File: src/rtl/core/cke_pkg.sv
`timescale 1ns / 1ps
`default_nettype none

package cke_pkg;

   localparam int KEY_REGS            = 4;
   localparam int CSR_INDEX_W         = 2;
   localparam int NUM_ROUNDS          = 20;
   localparam int ROUND_W             = 5;
   localparam int QUEUE_DEPTH_DEFAULT = 2;

   localparam logic [3:0][31:0] SIGMA_WORDS = {
      32'h6b206574, 32'h79622d32, 32'h3320646e, 32'h61707865
   };

   typedef logic [15:0][31:0]        word_block_type;
   typedef logic [3:0][31:0]         word_quad_type;
   typedef logic [KEY_REGS-1:0][63:0] key_type;

   // One request as handed from the front to the back.
   typedef struct packed {
      logic [7:0]  data_byte;
      logic        last_byte;
      logic        new_block;
      logic [5:0]  position;
      logic [63:0] counter;
      logic [31:0] nonce;
   } entry_type;

   function automatic logic [31:0] rotl(input logic [31:0] x, input int n);
      rotl = (x << n) | (x >> (32 - n));
   endfunction

   function automatic logic [31:0] byte_swap(input logic [31:0] x);
      byte_swap = {x[7:0], x[15:8], x[23:16], x[31:24]};
   endfunction

   function automatic word_quad_type quarter_round(input word_quad_type q);
      logic [31:0] a;
      logic [31:0] b;
      logic [31:0] c;
      logic [31:0] d;
      a = q[0];
      b = q[1];
      c = q[2];
      d = q[3];
      a = a + b; d = rotl(d ^ a, 16);
      c = c + d; b = rotl(b ^ c, 12);
      a = a + b; d = rotl(d ^ a, 8);
      c = c + d; b = rotl(b ^ c, 7);
      quarter_round = {d, c, b, a};
   endfunction

   // Four independent quarter rounds: columns, or diagonals when diag is set.
   function automatic word_block_type half_round(input word_block_type w, input logic diag);
      word_block_type res;
      word_quad_type  q;
      int             ia;
      int             ib;
      int             ic;
      int             id;
      res = w;
      for (int i = 0; i < 4; i++) begin
         ia = i;
         ib = diag ? 4 + ((i + 1) & 3) : 4 + i;
         ic = diag ? 8 + ((i + 2) & 3) : 8 + i;
         id = diag ? 12 + ((i + 3) & 3) : 12 + i;
         q = quarter_round({w[id], w[ic], w[ib], w[ia]});
         res[ia] = q[0];
         res[ib] = q[1];
         res[ic] = q[2];
         res[id] = q[3];
      end
      half_round = res;
   endfunction

endpackage

`default_nettype wire

File: src/rtl/core/cke_front.sv
`timescale 1ns / 1ps
`default_nettype none

module cke_front import cke_pkg::*; (
   input  wire logic        clock,
   input  wire logic        reset,
   input  wire logic        req_valid,
   output logic             req_stall,
   input  wire logic [7:0]  req_data_byte,
   input  wire logic [63:0] req_start_counter,
   input  wire logic [31:0] req_sequence_number,
   input  wire logic        req_last_byte,
   output logic             push_valid,
   output entry_type        push_entry,
   input  wire logic        queue_full
);

   logic        in_message_ff, in_message_in;
   logic [5:0]  position_ff, position_in;
   logic [63:0] counter_ff, counter_in;
   logic [31:0] nonce_ff, nonce_in;

   logic        accept;
   logic        first;
   logic [5:0]  cur_position;
   logic [63:0] cur_counter;
   logic [31:0] cur_nonce;
   logic        new_block;

   assign req_stall  = queue_full;
   assign accept     = req_valid && !queue_full;
   assign push_valid = accept;

   // The first byte of a message latches the counter and nonce.
   assign first        = !in_message_ff;
   assign cur_position = first ? 6'd0 : position_ff;
   assign cur_counter  = first ? req_start_counter : counter_ff;
   assign cur_nonce    = first ? byte_swap(req_sequence_number) : nonce_ff;
   assign new_block    = (cur_position == 6'd0);

   always_comb begin
      push_entry.data_byte = req_data_byte;
      push_entry.last_byte = req_last_byte;
      push_entry.new_block = new_block;
      push_entry.position  = cur_position;
      push_entry.counter   = cur_counter;
      push_entry.nonce     = cur_nonce;
   end

   always_comb begin
      in_message_in = in_message_ff;
      position_in   = position_ff;
      counter_in    = counter_ff;
      nonce_in      = nonce_ff;
      if (accept) begin
         in_message_in = !req_last_byte;
         position_in   = 6'(cur_position + 6'd1);
         counter_in    = new_block ? 64'(cur_counter + 64'd1) : cur_counter;
         nonce_in      = cur_nonce;
      end
   end

   always_ff @(posedge clock) begin
      if (reset) begin
         in_message_ff <= 1'b0;
         position_ff   <= '0;
         counter_ff    <= '0;
         nonce_ff      <= '0;
      end else begin
         in_message_ff <= in_message_in;
         position_ff   <= position_in;
         counter_ff    <= counter_in;
         nonce_ff      <= nonce_in;
      end
   end

endmodule

`default_nettype wire

File: config.mk
export PLATFORM = sky130hd
export DESIGN_NAME = cke_front
export DESIGN_NICKNAME = d
export VERILOG_FILES = /design/src/rtl/core/cke_pkg.sv /design/src/rtl/core/cke_front.sv
export SDC_FILE = /design/constraint.sdc
export NUM_CORES = 1
export LEC_CHECK = 0
export BUFFER_PORTS_ARGS = -buffer_cell sky130_fd_sc_hd__clkbuf_2
export CAP_MARGIN = 20
export CORE_UTILIZATION = 45
export CTS_BUF_LIST = sky130_fd_sc_hd__clkbuf_4 sky130_fd_sc_hd__clkbuf_8 sky130_fd_sc_hd__clkbuf_16
export DETAILED_ROUTE_END_ITERATION = 10
export PLACE_DENSITY = 0.79
export SYNTH_ARGS = -nofsm -noshare
export SYNTH_HDL_FRONTEND = slang
export SYNTH_SLANG_ARGS = --single-unit
File: constraint.sdc
create_clock -name clock -period 3.55 [get_ports clock]
set_clock_uncertainty 0.2 [all_clocks]
set_input_delay 0.355 -clock clock [delete_from_list [all_inputs] [get_ports clock]]
set_output_delay 0.355 -clock clock [all_outputs]
set_load 0.01 [all_outputs]
==> impl_results.rst <==
.. list-table::
   :header-rows: 1

   * - Metric
     - Value
   * - Result of the run
     - finished, final reports clean
   * - CTS tree
     - done
   * - Fraction of layout instances using a drive strength above 1
     - 0.320
   * - Average routed wire per standard cell
     - 16.9 um
   * - Synthesized netlist net count
     - 1024
   * - Syn_area_per_cell
     - 7.84 um^2
   * - Area share of the leading cell type in the synthesized netlist
     - 0.288
   * - Starting density of the core
     - 0.465
   * - Share of total power in sequential cells
     - 0.426
   * - Element type at the critical path end
     - register
   * - Final global-route overflow total
     - 0
   * - Highest clock rate
     - 309 MHz
   * - Maximum vdd drop
     - 0.000239 V
   * - Post-route cell area
     - 8670 um^2
   * - Synthesized area
     - 7150 um^2
   * - Synthesis Warnings
     - 0
   * - Yosys top cell by area
     - sky130_fd_sc_hd__dfxtp_1
   * - DIE HEIGHT
     - 128 um
   * - Area of the core
     - 15400 um^2
   * - Min Clock Period, post-route
     - 3.23 ns
   * - Clock latency reported for the late side of the worst-skew pair
     - 0.36 ns
   * - Number of antenna violations at the first check in global routing
     - 1
   * - DR iter-0 viols
     - 674
   * - Power density of the placed cells
     - 342 nW/um^2
   * - Weighted congestion at the end of routability-driven global placement
     - 0.936
   * - Clock root buffer master
     - sky130_fd_sc_hd__clkbuf_16
   * - Vias per cell
     - 5.85
   * - Final Hold Vio Count
     - 0
   * - Cts bufs inserted
     - 9
   * - CP max FO
     - 74
   * - Portion of the clock cycle consumed by the worst path in the final layout
     - 0.911
   * - Post-layout instance count excluding filler cells
     - 1310
   * - Die width
     - 128 um
   * - Leading cell types by total area after synthesis
     - sky130_fd_sc_hd__dfxtp_1 (29%), sky130_fd_sc_hd__mux2_2 (13%), sky130_fd_sc_hd__nand2_1 (9.1%), sky130_fd_sc_hd__nand3b_1 (4.5%), sky130_fd_sc_hd__nand3_1 (4.3%)
   * - Standard cell area after detailed placement
     - 8370 um^2
   * - Count of H-tree levels built during CTS
     - 3
   * - Final net count
     - 1206
   * - Global-route wire length before repair
     - 34700 um
   * - Class of the most critical hold timing path
     - in -> reg
   * - Worst path arrival time
     - 3.29 ns
   * - HPWL after detailed placement
     - 16500 um
   * - Post-synthesis cell type count
     - 57
   * - Type of element launching the critical path
     - register
   * - Global router's overall resource usage
     - 0.266
   * - Overall routed net length
     - 22100 um
   * - Setup TNS
     - 0 ns
   * - Main synth FF type
     - sky130_fd_sc_hd__dfxtp_1
   * - Share of total power in combinational logic
     - 0.231
   * - Crit Path Class
     - reg -> reg
   * - Power spent charging and discharging nets
     - 956 uW
   * - Maximum capacitance violations
     - 0
   * - Required time of the worst setup path
     - 3.61 ns
   * - Worst-case clock buffer depth
     - 2
   * - Syn-to-layout area delta
     - 21.3%
   * - First-pass detailed-route iteration total
     - 6
   * - Fraction of registers with async set or reset after synthesis
     - 0
   * - Final antenna-violating net count
     - 0
   * - Switching power as a share of total power
     - 0.322
   * - Portion of the post-synthesis area used by sequential elements
     - 0.288
   * - Residual DRC count
     - 0
   * - Worst-margin pin slew
     - 0.698 ns
   * - Count of inserted antenna diode cells
     - 0
   * - Min setup slack post-route
     - 0.315 ns
   * - Vias in the first global route
     - 6837
   * - Part of the power in the clock network
     - 0.344
   * - Pre-CTS setup slack
     - 0.363 ns
   * - Worst hold slack after final layout
     - 0.0175 ns
   * - Clock Pin Slew Worst Setup and Hold Paths
     - 0.08 ns
   * - Number of failing setup endpoints in the final timing report
     - 0
   * - RSZ-0062 raised after global routing
     - false
   * - Count of buffers from port buffering
     - 206
   * - Pin count of the biggest net entering global routing
     - 75
   * - Static leakage
     - 0.00344 uW
   * - Internal power summed over all cells
     - 2010 uW
   * - Number of enable-type register cells in the synthesized netlist
     - 0
   * - Number of max-slew violations in the final report
     - 0
   * - Number of placement rows
     - 45
   * - Die area
     - 16400 um^2
   * - Number of clock sinks
     - 103
   * - FF+latch count, synth
     - 103
   * - Detailed-route via count
     - 7663
   * - Number of primary I/O pins
     - 223
   * - Relative slew slack
     - 0.530
   * - Count of placed standard cells including taps
     - 1293
   * - Post-synthesis cell count
     - 912
-- power groups by stage --
stage                     sequential [uW]  clock (uW)  combinational (uW)
after floorplan                      1270           0                 442
after global placement               1290           0                 669
after detailed placement             1290           0                 677
after CTS                            1260        1040                 680
after global routing                 1270        1090                 742
final                                1260        1020                 684
-- final timing paths --
kind | start | to | slack [ns] | cells after the start
setup / recovery | in_message_ff | counter_ff[63] | 0.32 | 8
hold / removal | req_sequence_number[15] | nonce_ff[23] | 0.02 | 3
hold reg to reg | nonce_ff[29] | nonce_ff[29] | 0.26 | 2
setup reg to reg | in_message_ff | counter_ff[63] | 0.32 | 8
-- state kept, by name, indices dropped and copies added, names as in the netlist --
signal / count
counter_ff: 64
nonce_ff: 32
position_ff: 6
in_message_ff: 1
-- placed cells by master (no fill, tap or decap), types with 5 or more instances in the layout --
| cell type | count |
|---|---|
| sky130_fd_sc_hd__a211o_1 | 5 |
| sky130_fd_sc_hd__a21o_1 | 8 |
| sky130_fd_sc_hd__a21oi_1 | 57 |
| sky130_fd_sc_hd__a222oi_1 | 6 |
| sky130_fd_sc_hd__a22oi_1 | 15 |
| sky130_fd_sc_hd__a32o_1 | 7 |
| sky130_fd_sc_hd__and2_1 | 5 |
| sky130_fd_sc_hd__and3_1 | 5 |
| sky130_fd_sc_hd__buf_4 | 28 |
| sky130_fd_sc_hd__clkbuf_16 | 9 |
| sky130_fd_sc_hd__clkbuf_2 | 206 |
| sky130_fd_sc_hd__dfxtp_1 | 102 |
| sky130_fd_sc_hd__inv_1 | 19 |
| sky130_fd_sc_hd__mux2_2 | 80 |
| sky130_fd_sc_hd__mux2i_1 | 12 |
| sky130_fd_sc_hd__nand2_1 | 174 |
| sky130_fd_sc_hd__nand3_1 | 62 |
| sky130_fd_sc_hd__nand3b_1 | 43 |
| sky130_fd_sc_hd__nand4_1 | 35 |
| sky130_fd_sc_hd__nand4b_1 | 8 |
| sky130_fd_sc_hd__nor2_1 | 28 |
| sky130_fd_sc_hd__nor2b_1 | 9 |
| sky130_fd_sc_hd__nor3_1 | 15 |
| sky130_fd_sc_hd__nor4_1 | 17 |
| sky130_fd_sc_hd__o21ai_0 | 30 |
| sky130_fd_sc_hd__o21ai_1 | 11 |
| sky130_fd_sc_hd__xnor2_1 | 34 |
| sky130_fd_sc_hd__xor2_1 | 5 |
-- synthesized netlist by cell type (all sizes together), types with 9 or more instances --
library cell and number:
nand2 175, dfxtp 103, mux2 80, nand3 66, a21oi 57, nand3b 44, o21ai 41, nand4 36
buf 35, xnor2 34, nor2 31, clkbuf 30, inv 19, nor4 19, a22oi 15, nor3 15
mux2i 12, nor2b 9
-- logic make-up (layout without fill, tap and decap cells) --
kind of cell,after synthesis,count (layout),share of synthesized area
and+or+nand+nor,418,418,0.299
muxes,92,92,0.143
AOI/OAI and AO/OA,173,173,0.161
buffers and inverters,84,271,0.0551
DFF,103,103,0.288
xor gates and xnor gates,39,39,0.0478
adders and majority gates,3,3,0.00525
-- per-stage QoR --
step / util / power, uW
global placement: 0.544 / 1960
CTS: 0.564 / 2980
detailed placement: 0.544 / 1970
finish: 0.564 / 2970
floorplan: - / 1710
global route: 0.564 / 3100
-- area by class of cell --
| class | count | area, um^2 |
|---|---|---|
| fill | 1461 | 6700 |
| multi-input combinational | 725 | 4700 |
| sequential | 103 | 2070 |
| inverter | 19 | 71.3 |
| clock buffer | 9 | 225 |
| clock inverter | 7 | 71.3 |
| tap | 211 | 264 |
| timing repair buffer | 236 | 1270 |
-- repair_timing --
| action | CTS | global route |
|---|---|---|
| resized for setup | 0 | 0 |
| setup buffers | 0 | 0 |
| hold buffers | 1 | 0 |
| endpoints found under the hold margin | 1 | 0 |
| setup endpoints to repair | 0 | 0 |
-- routing by layer --
metal | global-route usage | share of wire | vias to the layer above
li1 | - | - | 3664
met1 | 0.331 | 0.43 | 3540
met2 | 0.439 | 0.46 | 402
met3 | 0.0651 | 0.083 | 55
met4 | 0.107 | 0.030 | 2
met5 | 0 | 0.00050 | -
-- critical path: stages, from the launching register on --
cell                       delay, ns
sky130_fd_sc_hd__dfxtp_4        0.53
sky130_fd_sc_hd__buf_12         0.30
sky130_fd_sc_hd__nand4_1        0.20
sky130_fd_sc_hd__a222oi_1       0.39
sky130_fd_sc_hd__buf_4          0.22
sky130_fd_sc_hd__nand3_1        0.12
sky130_fd_sc_hd__nor4_4         0.63
sky130_fd_sc_hd__nand4_1        0.19
sky130_fd_sc_hd__a32o_1         0.28
Note: power is estimated with default switching activity, not from simulation.
