$ cat src/rtl/core/cke_pkg.sv
`timescale 1ns / 1ps
`default_nettype none

package cke_pkg;

   localparam int KEY_REGS            = 4;
   localparam int CSR_INDEX_W         = 2;
   localparam int NUM_ROUNDS          = 20;
   localparam int ROUND_W             = 5;
   localparam int QUEUE_DEPTH_DEFAULT = 2;

   localparam logic [3:0][31:0] SIGMA_WORDS = {
      32'h6b206574, 32'h79622d32, 32'h3320646e, 32'h61707865
   };

   typedef logic [15:0][31:0]        word_block_type;
   typedef logic [3:0][31:0]         word_quad_type;
   typedef logic [KEY_REGS-1:0][63:0] key_type;

   // One request as handed from the front to the back.
   typedef struct packed {
      logic [7:0]  data_byte;
      logic        last_byte;
      logic        new_block;
      logic [5:0]  position;
      logic [63:0] counter;
      logic [31:0] nonce;
   } entry_type;

   function automatic logic [31:0] rotl(input logic [31:0] x, input int n);
      rotl = (x << n) | (x >> (32 - n));
   endfunction

   function automatic logic [31:0] byte_swap(input logic [31:0] x);
      byte_swap = {x[7:0], x[15:8], x[23:16], x[31:24]};
   endfunction

   function automatic word_quad_type quarter_round(input word_quad_type q);
      logic [31:0] a;
      logic [31:0] b;
      logic [31:0] c;
      logic [31:0] d;
      a = q[0];
      b = q[1];
      c = q[2];
      d = q[3];
      a = a + b; d = rotl(d ^ a, 16);
      c = c + d; b = rotl(b ^ c, 12);
      a = a + b; d = rotl(d ^ a, 8);
      c = c + d; b = rotl(b ^ c, 7);
      quarter_round = {d, c, b, a};
   endfunction

   // Four independent quarter rounds: columns, or diagonals when diag is set.
   function automatic word_block_type half_round(input word_block_type w, input logic diag);
      word_block_type res;
      word_quad_type  q;
      int             ia;
      int             ib;
      int             ic;
      int             id;
      res = w;
      for (int i = 0; i < 4; i++) begin
         ia = i;
         ib = diag ? 4 + ((i + 1) & 3) : 4 + i;
         ic = diag ? 8 + ((i + 2) & 3) : 8 + i;
         id = diag ? 12 + ((i + 3) & 3) : 12 + i;
         q = quarter_round({w[id], w[ic], w[ib], w[ia]});
         res[ia] = q[0];
         res[ib] = q[1];
         res[ic] = q[2];
         res[id] = q[3];
      end
      half_round = res;
   endfunction

endpackage

`default_nettype wire

$ cat src/rtl/core/cke_fifo.sv
`timescale 1ns / 1ps
`default_nettype none

module cke_fifo import cke_pkg::*; #(
   parameter int DEPTH = QUEUE_DEPTH_DEFAULT
) (
   input  wire logic      clock,
   input  wire logic      reset,
   input  wire logic      push_valid,
   input  wire entry_type push_entry,
   output logic           full,
   output logic           head_valid,
   output entry_type      head_entry,
   input  wire logic      pop
);

   localparam int PTR_W = (DEPTH > 1) ? $clog2(DEPTH) : 1;
   localparam int CNT_W = $clog2(DEPTH + 1);

   entry_type        entries_ff [DEPTH];
   logic [PTR_W-1:0] wr_ptr_ff, wr_ptr_in;
   logic [PTR_W-1:0] rd_ptr_ff, rd_ptr_in;
   logic [CNT_W-1:0] count_ff, count_in;
   logic             do_push;
   logic             do_pop;

   assign full       = (count_ff == CNT_W'(DEPTH));
   assign head_valid = (count_ff != '0);
   assign head_entry = entries_ff[rd_ptr_ff];
   assign do_push    = push_valid && !full;
   assign do_pop     = pop && head_valid;

   always_comb begin
      wr_ptr_in = wr_ptr_ff;
      rd_ptr_in = rd_ptr_ff;
      count_in  = count_ff;
      if (do_push) begin
         wr_ptr_in = (wr_ptr_ff == PTR_W'(DEPTH - 1)) ? '0 : PTR_W'(wr_ptr_ff + 1'b1);
      end
      if (do_pop) begin
         rd_ptr_in = (rd_ptr_ff == PTR_W'(DEPTH - 1)) ? '0 : PTR_W'(rd_ptr_ff + 1'b1);
      end
      if (do_push && !do_pop) begin
         count_in = CNT_W'(count_ff + 1'b1);
      end else if (do_pop && !do_push) begin
         count_in = CNT_W'(count_ff - 1'b1);
      end
   end

   always_ff @(posedge clock) begin
      if (reset) begin
         wr_ptr_ff <= '0;
         rd_ptr_ff <= '0;
         count_ff  <= '0;
      end else begin
         wr_ptr_ff <= wr_ptr_in;
         rd_ptr_ff <= rd_ptr_in;
         count_ff  <= count_in;
      end
   end

   always_ff @(posedge clock) begin
      if (do_push) begin
         entries_ff[wr_ptr_ff] <= push_entry;
      end
   end

endmodule

`default_nettype wire

$ cat config.mk
export PLATFORM = sky130hd
export DESIGN_NAME = cke_fifo
export DESIGN_NICKNAME = d
export VERILOG_FILES = /design/src/rtl/core/cke_pkg.sv /design/src/rtl/core/cke_fifo.sv
export SDC_FILE = /design/constraint.sdc
export NUM_CORES = 1
export LEC_CHECK = 0
export ABC_AREA = 0
export BUFFER_PORTS_ARGS = -buffer_cell sky130_fd_sc_hd__buf_2
export CELL_PAD_IN_SITES_DETAIL_PLACEMENT = 2
export CELL_PAD_IN_SITES_GLOBAL_PLACEMENT = 2
export CORE_ASPECT_RATIO = 1.25
export CORE_UTILIZATION = 34
export DETAILED_ROUTE_END_ITERATION = 10
export PLACE_DENSITY = 0.76
export REMOVE_ABC_BUFFERS = 1
export SYNTH_ARGS = -nofsm -noshare
export SYNTH_HDL_FRONTEND = slang
export SYNTH_SLANG_ARGS = --single-unit
$ cat constraint.sdc
create_clock -name clock -period 3.85 [get_ports clock]
set_input_delay 0.385 -clock clock [delete_from_list [all_inputs] [get_ports clock]]
set_output_delay 0.385 -clock clock [all_outputs]
set_load 0.02 [all_outputs]
==> results of run 1 <==
[cell usage after synthesis (2+ instances only)]
| cell type | n | share of area [%] |
|---|---|---|
| a21oi_1 | 2 | 0.12 |
| buf_2 | 3 | 0.18 |
| buf_6 | 8 | 1.1 |
| dfxtp_1 | 5 | 1.2 |
| edfxtp_1 | 224 | 81 |
| inv_1 | 2 | 0.090 |
| mux2_2 | 112 | 15 |
| nor2_1 | 4 | 0.18 |
| o21ai_0 | 3 | 0.18 |
| or3_1 | 2 | 0.15 |
| xor2_1 | 3 | 0.32 |
[power groups by stage]
stage / Combinational [uW] / Sequential [uW] / Clock [uW]
3_3_place_gp: 1890 / 3320 / 0
6_report: 1920 / 3300 / 2090
3_5_place_dp: 1960 / 3370 / 0
4_1_cts: 1970 / 3320 / 2180
5_1_grt: 2050 / 3340 / 2260
2_1_floorplan: 1240 / 3380 / 0
[cell type report]
type	count	area (sq um)	area share [%]
multi-input combinational	130	1380	13.1
antenna	3	7.51	0.0712
inverter	2	10.0	0.0950
timing repair buffer	232	1210	11.4
tap	325	407	3.86
sequential	229	6830	64.8
clock buffer	31	648	6.15
clock inverter	9	52.6	0.499
[layer usage]
metal | up-vias | global-route usage [%] | wire [microns]
li1 | 1974 | - | -
met1 | 2170 | 14.6 | 6360
met2 | 147 | 30.8 | 11400
met3 | 31 | 4.00 | 1270
met4 | 2 | 4.26 | 267
met5 | - | 0 | 13
[logic make-up (layout without fill, tap and decap cells)]
| logic type | count (synthesis) | count (layout) |
|---|---|---|
| flops | 229 | 229 |
| mux | 112 | 112 |
| buf+inv | 14 | 274 |
| simple gates | 9 | 9 |
| compound gates | 5 | 5 |
| xor+xnor | 3 | 3 |
| fa+ha+maj | 1 | 1 |
| other cells | 0 | 3 |
[state kept, by name, indices dropped and copies added, names as in the netlist, named ones only]
register    flops
count_ff        2
wr_ptr_ff       1
rd_ptr_ff       1
entries_ff    224
[per-stage QoR]
| stage | utilization (%) | hold WS (ps) |
|---|---|---|
| after floorplan | - | 452 |
| after global placement | 41.2 | 482 |
| after detailed placement | 41.2 | 497 |
| after CTS | 44.1 | 26.5 |
| after global routing | 44.1 | 27.4 |
| final | 44.1 | 58.5 |
[worst reg2reg max path, cell delays in order, from the launching register on]
cell and delay (ps):
dfxtp_1 430, nor2b_2 90, nor2_1 180, and2_4 700, buf_12 380
[path summary, 6_finish.rpt]
kind / startpoint / end / slack [ps]
max: flip-flop / head_entry[65] / 1130
min: push_entry[34] / entries_ff[0][34]$_DFFE_PP_ / 60
max reg2reg: count_ff[0]$_SDFFE_PP0P_ / entries_ff[1][108]$_DFFE_PP_ / 1640
min reg2reg: rd_ptr_ff$_SDFFE_PP0P_ / flip-flop / 510
==> impl_results.rst, run 1 <==
.. list-table::
   :header-rows: 1

   * - Metric
     - Value
   * - Status
     - finished, final reports clean
   * - Switch share
     - 30.5%
   * - Net switching power
     - 2230 uW
   * - Worst Skew
     - 13.9 ps
   * - Number of nets in the finished design
     - 737
   * - Area share of xor/xnor cells in the synthesized design
     - 0.316%
   * - Top Family by Delay on Critical Path
     - flip-flops
   * - Sequence of cells on the critical path
     - buf_12 -> mux2_2 -> buf_2
   * - Vias in the first global route
     - 4946
   * - Routability cong.
     - 0.688
   * - Critical path's slowest cell
     - dfxtp_4
   * - Number of I/O pins
     - 230
   * - Number of hold buffers added after CTS
     - 0
   * - Number of max-slew violations in the final report
     - 0
   * - Number of buffers on the longest clock path
     - 3
   * - Drt wl/cell
     - 20.1 microns
   * - Fraction of final layout cells sized beyond drive strength 1
     - 59.9%
   * - Max-capacitance violation count
     - 0
   * - Post-synthesis compound-gate area fraction
     - 0.301%
   * - Number of synthesized flops with an enable pin
     - 224
   * - Clock latency of the later-clocked register in the worst-skew pair
     - 510 ps
   * - Power per cell area
     - 694 nW/um^2
   * - Tightest slew margin relative to the limit
     - 45.9%
   * - Fraction of the mapped netlist area in adder cells
     - 0.150%
   * - TritonCTS sink count
     - 229
   * - Dominant register cell in the synthesized netlist
     - edfxtp_1
   * - Area of all placed cells without fillers
     - 10500 sq um
   * - Register-to-Register Path Depth
     - 4
   * - Leading cell types in the layout, fill and taps excluded
     - buf_2 (229), edfxtp_1 (224), mux2_2 (112)
   * - Worst VDD drop
     - 0.527 mV
   * - Initial antenna violation count
     - 4
   * - Area of the die
     - 25100 sq um
   * - Path length in cells of the critical path
     - 3
   * - First-pass GRT wire length
     - 28000 microns
   * - Worst slack at placement
     - 1530 ps
   * - Number of instances in the synthesized netlist
     - 373
   * - Part of the Yosys area used for sequential elements
     - 82.0%
   * - RSZ-0062 raised after global routing
     - no
   * - Maximum number of pins on one net before global-route repair
     - 71
   * - Dpl cells
     - 918
   * - Clock tree from TritonCTS
     - done
   * - Port-buffer cells
     - 229
   * - Worst Slack Setup Final
     - 1130 ps
   * - Buffer count from post-CTS setup fixing
     - 0
   * - Count of warnings emitted by yosys
     - 0
   * - Worst hold path cell count
     - 1
   * - Number of fill cells in the layout
     - 2251
   * - Max incr delay on CP
     - 820 ps
   * - Die outline height
     - 177 microns
   * - Yosys reg bits
     - 229
   * - Post-Syn Area per Cell
     - 22.3 sq um
   * - Internal
     - 5080 uW
   * - Critical Path Fanout Max
     - 61
   * - Total of cells resized after clock tree synthesis
     - 0
   * - Count of different cell masters after synthesis
     - 16
   * - Number of standard cells in the layout, taps in and fillers out
     - 961
   * - CTS H-tree depth
     - 1
   * - Class of the most critical hold timing path
     - in -> reg
   * - Type of the worst setup path
     - reg -> out
   * - Period utilisation layout
     - 70.6%
   * - Most common cell after layout, fill and taps aside
     - buf_2
   * - Period minus WS final
     - 2720 ps
   * - Cell area after placement
     - 9830 sq um
   * - Cell leakage power
     - 0.00387 uW
   * - Worst EP required
     - 3460 ps
   * - Final setup fails
     - 0
   * - Detailed placement HPWL
     - 13300 microns
   * - Final wirelength
     - 19300 microns
   * - Combinational family with the most area after synthesis
     - multiplexers
   * - Kind of end point of the critical path
     - output port
   * - Register clock-pin slew on the reported worst setup and hold paths
     - 60 ps
   * - Total congestion overflow
     - 0
   * - Antenna Nets Post-Route
     - 0
   * - Global routing usage summed across all routing layers
     - 15.1%
   * - Remaining DRCs
     - 0
   * - Area fraction in and, or, nand and nor cells after synthesis
     - 0.586%
   * - Clock buffer count from CTS
     - 25
   * - CP Data Arrival Time
     - 2330 ps
   * - Actual transition at the worst max-transition pin
     - 812 ps
   * - Count of final hold-check violations
     - 0
   * - Via-per-instance ratio
     - 4.50
   * - First-pass iteration count of the detailed router
     - 4
   * - Total chip power
     - 7310 uW
   * - Number of vias after detailed routing
     - 4324
   * - CTS root buf
     - clkbuf_16
   * - FMAX
     - 368 MHz
   * - Effective utilization at floorplan
     - 34.8%
   * - X dimension of the die
     - 142 microns
   * - Iter 0 DRT Violations
     - 140
   * - Clk network pwr share
     - 28.6%
   * - Relative area change from synthesis to final layout
     - 26.6%
   * - TNS Setup
     - 0 ps
   * - Share of flip-flops with an asynchronous set or reset after synthesis
     - 0%
   * - Relative contribution of combinational cells to total power
     - 26.3%
   * - Netlist area before placement
     - 8320 sq um
   * - Mux cell area share after synthesis
     - 15.2%
   * - Category of the worst setup path launch point
     - flip-flop
   * - Number of cell rows
     - 63
   * - Placeable Area
     - 23900 sq um
   * - Number of buffers and inverters on the critical path
     - 2
   * - Register share of total power
     - 45.1%
(Power assumes the default switching activity.)
==> run 2: changes to the inputs <==
==> constraint.sdc (replaced) <==
create_clock -name clock -period 2.3 [get_ports clock]
set_input_delay 0.23 -clock clock [delete_from_list [all_inputs] [get_ports clock]]
set_output_delay 0.23 -clock clock [all_outputs]
set_load 0.02 [all_outputs]
==> run 2 against run 1 <==
Against the previous run:
- count of clock-buffer cells in the layout up 1
- sequential power up 65%
- via count up 13%
- critical path depth unchanged
- clock power up 69%
- cell area up 12%
- worst hold slack better by 78 ps
- die area unchanged
- critical path type unchanged
- largest cell class unchanged
- highest routed layer is now met4
==> impl_results.rst, run 2 (synthesized netlist as in run 1, its figures left out) <==
.. list-table::
   :header-rows: 1

   * - Metric
     - Value
   * - Status
     - finished, final reports clean
   * - Worst Slack Setup Final
     - 118 ps (-1010 ps)
   * - X dimension of the die
     - 142 microns (unchanged)
   * - Total congestion overflow
     - 0 (unchanged)
   * - Worst Skew
     - 11.0 ps (-2.85 ps)
   * - Area of all placed cells without fillers
     - 11800 sq um (+12%)
   * - Final setup fails
     - 0 (unchanged)
   * - Number of I/O pins
     - 230 (unchanged)
   * - CTS H-tree depth
     - 1 (unchanged)
   * - Remaining DRCs
     - 0 (unchanged)
   * - Antenna Nets Post-Route
     - 0 (unchanged)
   * - Final wirelength
     - 22100 microns (+14%)
   * - Buffer count from post-CTS setup fixing
     - 0 (unchanged)
   * - Vias in the first global route
     - 5734 (+16%)
   * - Class of the most critical hold timing path
     - in -> reg
   * - Die outline height
     - 177 microns (unchanged)
   * - Top reg by flops
     - entries_ff
   * - Worst VDD drop
     - 0.841 mV (+60%)
   * - TritonCTS sink count
     - 229 (unchanged)
   * - Worst slack on hold paths
     - 136 ps (+77.6 ps)
   * - Category of the worst setup path launch point
     - flip-flop
   * - Number of cell rows
     - 63 (unchanged)
   * - Number of fill cells in the layout
     - 2194 (-2.5%)
   * - Total chip power
     - 12600 uW (+72%)
   * - Type of the worst setup path
     - reg -> out
   * - Max-capacitance violation count
     - 0 (unchanged)
   * - Kind of end point of the critical path
     - output port
   * - Period minus WS final
     - 2180 ps
   * - CP Data Arrival Time
     - 1950 ps (-380 ps)
   * - Biggest registers after layout
     - entries_ff (224), count_ff (2)
   * - Fraction of final layout cells sized beyond drive strength 1
     - 51.1% (-8.8 points)
   * - Drt wl/cell
     - 20.4 microns (+1.8%)
   * - Diode count
     - 0 (-3)
   * - Total of cells resized after clock tree synthesis
     - 0 (unchanged)
   * - Relative area change from synthesis to final layout
     - 41.5%
   * - First-pass iteration count of the detailed router
     - 4 (unchanged)
   * - Register clock-pin slew on the reported worst setup and hold paths
     - 60 ps (about the same)
   * - Number of nets in the finished design
     - 857 (+16%)
   * - Max reg flops
     - 224 (unchanged)
   * - Most common cell after layout, fill and taps aside
     - buf_2
   * - Iter 0 DRT Violations
     - 147 (+5.0%)
   * - Cell area after placement
     - 9930 sq um (+1.0%)
   * - Port-buffer cells
     - 229 (unchanged)
   * - Max incr delay on CP
     - 590 ps (-230 ps)
   * - Detailed placement HPWL
     - 13600 microns (+1.8%)
   * - Global routing usage summed across all routing layers
     - 17.7% (+2.5 points)
   * - Actual transition at the worst max-transition pin
     - 379 ps (-433 ps)
   * - Effective utilization at floorplan
     - 34.8% (unchanged)
   * - Final cell utilization of the core
     - 49.3% (+5.2 points)
   * - Worst EP required
     - 2070 ps (-1390 ps)
   * - Critical path's slowest cell
     - dfxtp_4
   * - FMAX
     - 458 MHz
   * - Power per cell area
     - 1070 nW/um^2 (+54%)
   * - Worst slack at placement
     - 449 ps (-1080 ps)
   * - Number of buffers on the longest clock path
     - 3 (unchanged)
   * - Clock latency of the later-clocked register in the worst-skew pair
     - 520 ps (about the same)
   * - CTS root buf
     - clkbuf_16
   * - Clock tree from TritonCTS
     - done
   * - Maximum number of pins on one net before global-route repair
     - 63 (-11%)
   * - Clock buffer count from CTS
     - 25 (unchanged)
   * - Cell leakage power
     - 0.00440 uW (+14%)
   * - Placeable Area
     - 23900 sq um (unchanged)
   * - Tightest slew margin relative to the limit
     - 74.7% (+29 points)
   * - Count of final hold-check violations
     - 0 (unchanged)
   * - Period utilisation layout
     - 94.9%
   * - Number of max-slew violations in the final report
     - 0 (unchanged)
   * - Sequence of cells on the critical path
     - buf_12 -> mux2_2 -> buf_2
   * - Initial antenna violation count
     - 0 (-4)
   * - Via-per-instance ratio
     - 4.51 (+0.27%)
   * - Area of the die
     - 25100 sq um (unchanged)
   * - Leading cell types in the layout, fill and taps excluded
     - buf_2 (229), edfxtp_1 (224), dlygate4sd3_1 (113)
   * - Number of vias after detailed routing
     - 4877 (+13%)
   * - Routability cong.
     - 0.663 (-3.6%)
   * - First-pass GRT wire length
     - 33100 microns (+18%)
   * - RSZ-0062 raised after global routing
     - no
   * - Critical Path Fanout Max
     - 35 (-43%)
## run 2: stage by stage
stage / setup TNS [ps] / std cells
5_1_grt: 0 / 1081
2_1_floorplan: -431150 / 361
4_1_cts: 0 / 1081
3_5_place_dp: 0 / 925
3_3_place_gp: 0 / 925
6_report: 0 / 1081
## run 2: critical path: cells and delay by family (launching register included)
family | cells | cell delay, ps
mux | 1 | 390
flops | 1 | 590
buf+inv | 2 | 450
## run 2: worst paths after layout
check,from,cells after the start,endpoint,slack (ps)
max,flip-flop,3,head_entry[56],120
min,push_valid,4,wr_ptr_ff$_SDFFE_PP0N_,140
max reg2reg,count_ff[0]$_SDFFE_PP0P_,4,entries_ff[0][5]$_DFFE_PP_,440
min reg2reg,wr_ptr_ff$_SDFFE_PP0N_,2,wr_ptr_ff$_SDFFE_PP0N_,500
## run 2: layer usage
layer	vias to the layer above	global-route usage, %	routed length [microns]
met5	-	0	0
met2	168	35.0	12700
met3	43	3.38	1100
met4	0	5.96	591
li1	2210	-	-
met1	2456	18.2	7720
## run 2: repair_timing
item                                   4_1_cts  5_1_grt
endpoints found under the hold margin      229        0
setup endpoints to repair                    0        0
hold buffers                               113        0
## run 2: cell type report
type                            count  area, sq um  share of cell area, %
Clock inverter                     11         55.1                  0.468
Clock buffer                       32          652                   5.54
Inverter                            2         10.0                 0.0850
Multi-Input combinational cell    130         1380                   11.7
Sequential cell                   229         6830                   58.0
Timing Repair Buffer              352         2440                   20.7
Tap cell                          325          407                   3.45
## run 2: power by group
| part | switching (uW) | total, uW | internal (uW) |
|---|---|---|---|
| Sequential | 219 | 5460 | 5240 |
| Clock | 1550 | 3540 | 1990 |
| Combinational | 2110 | 3600 | 1490 |
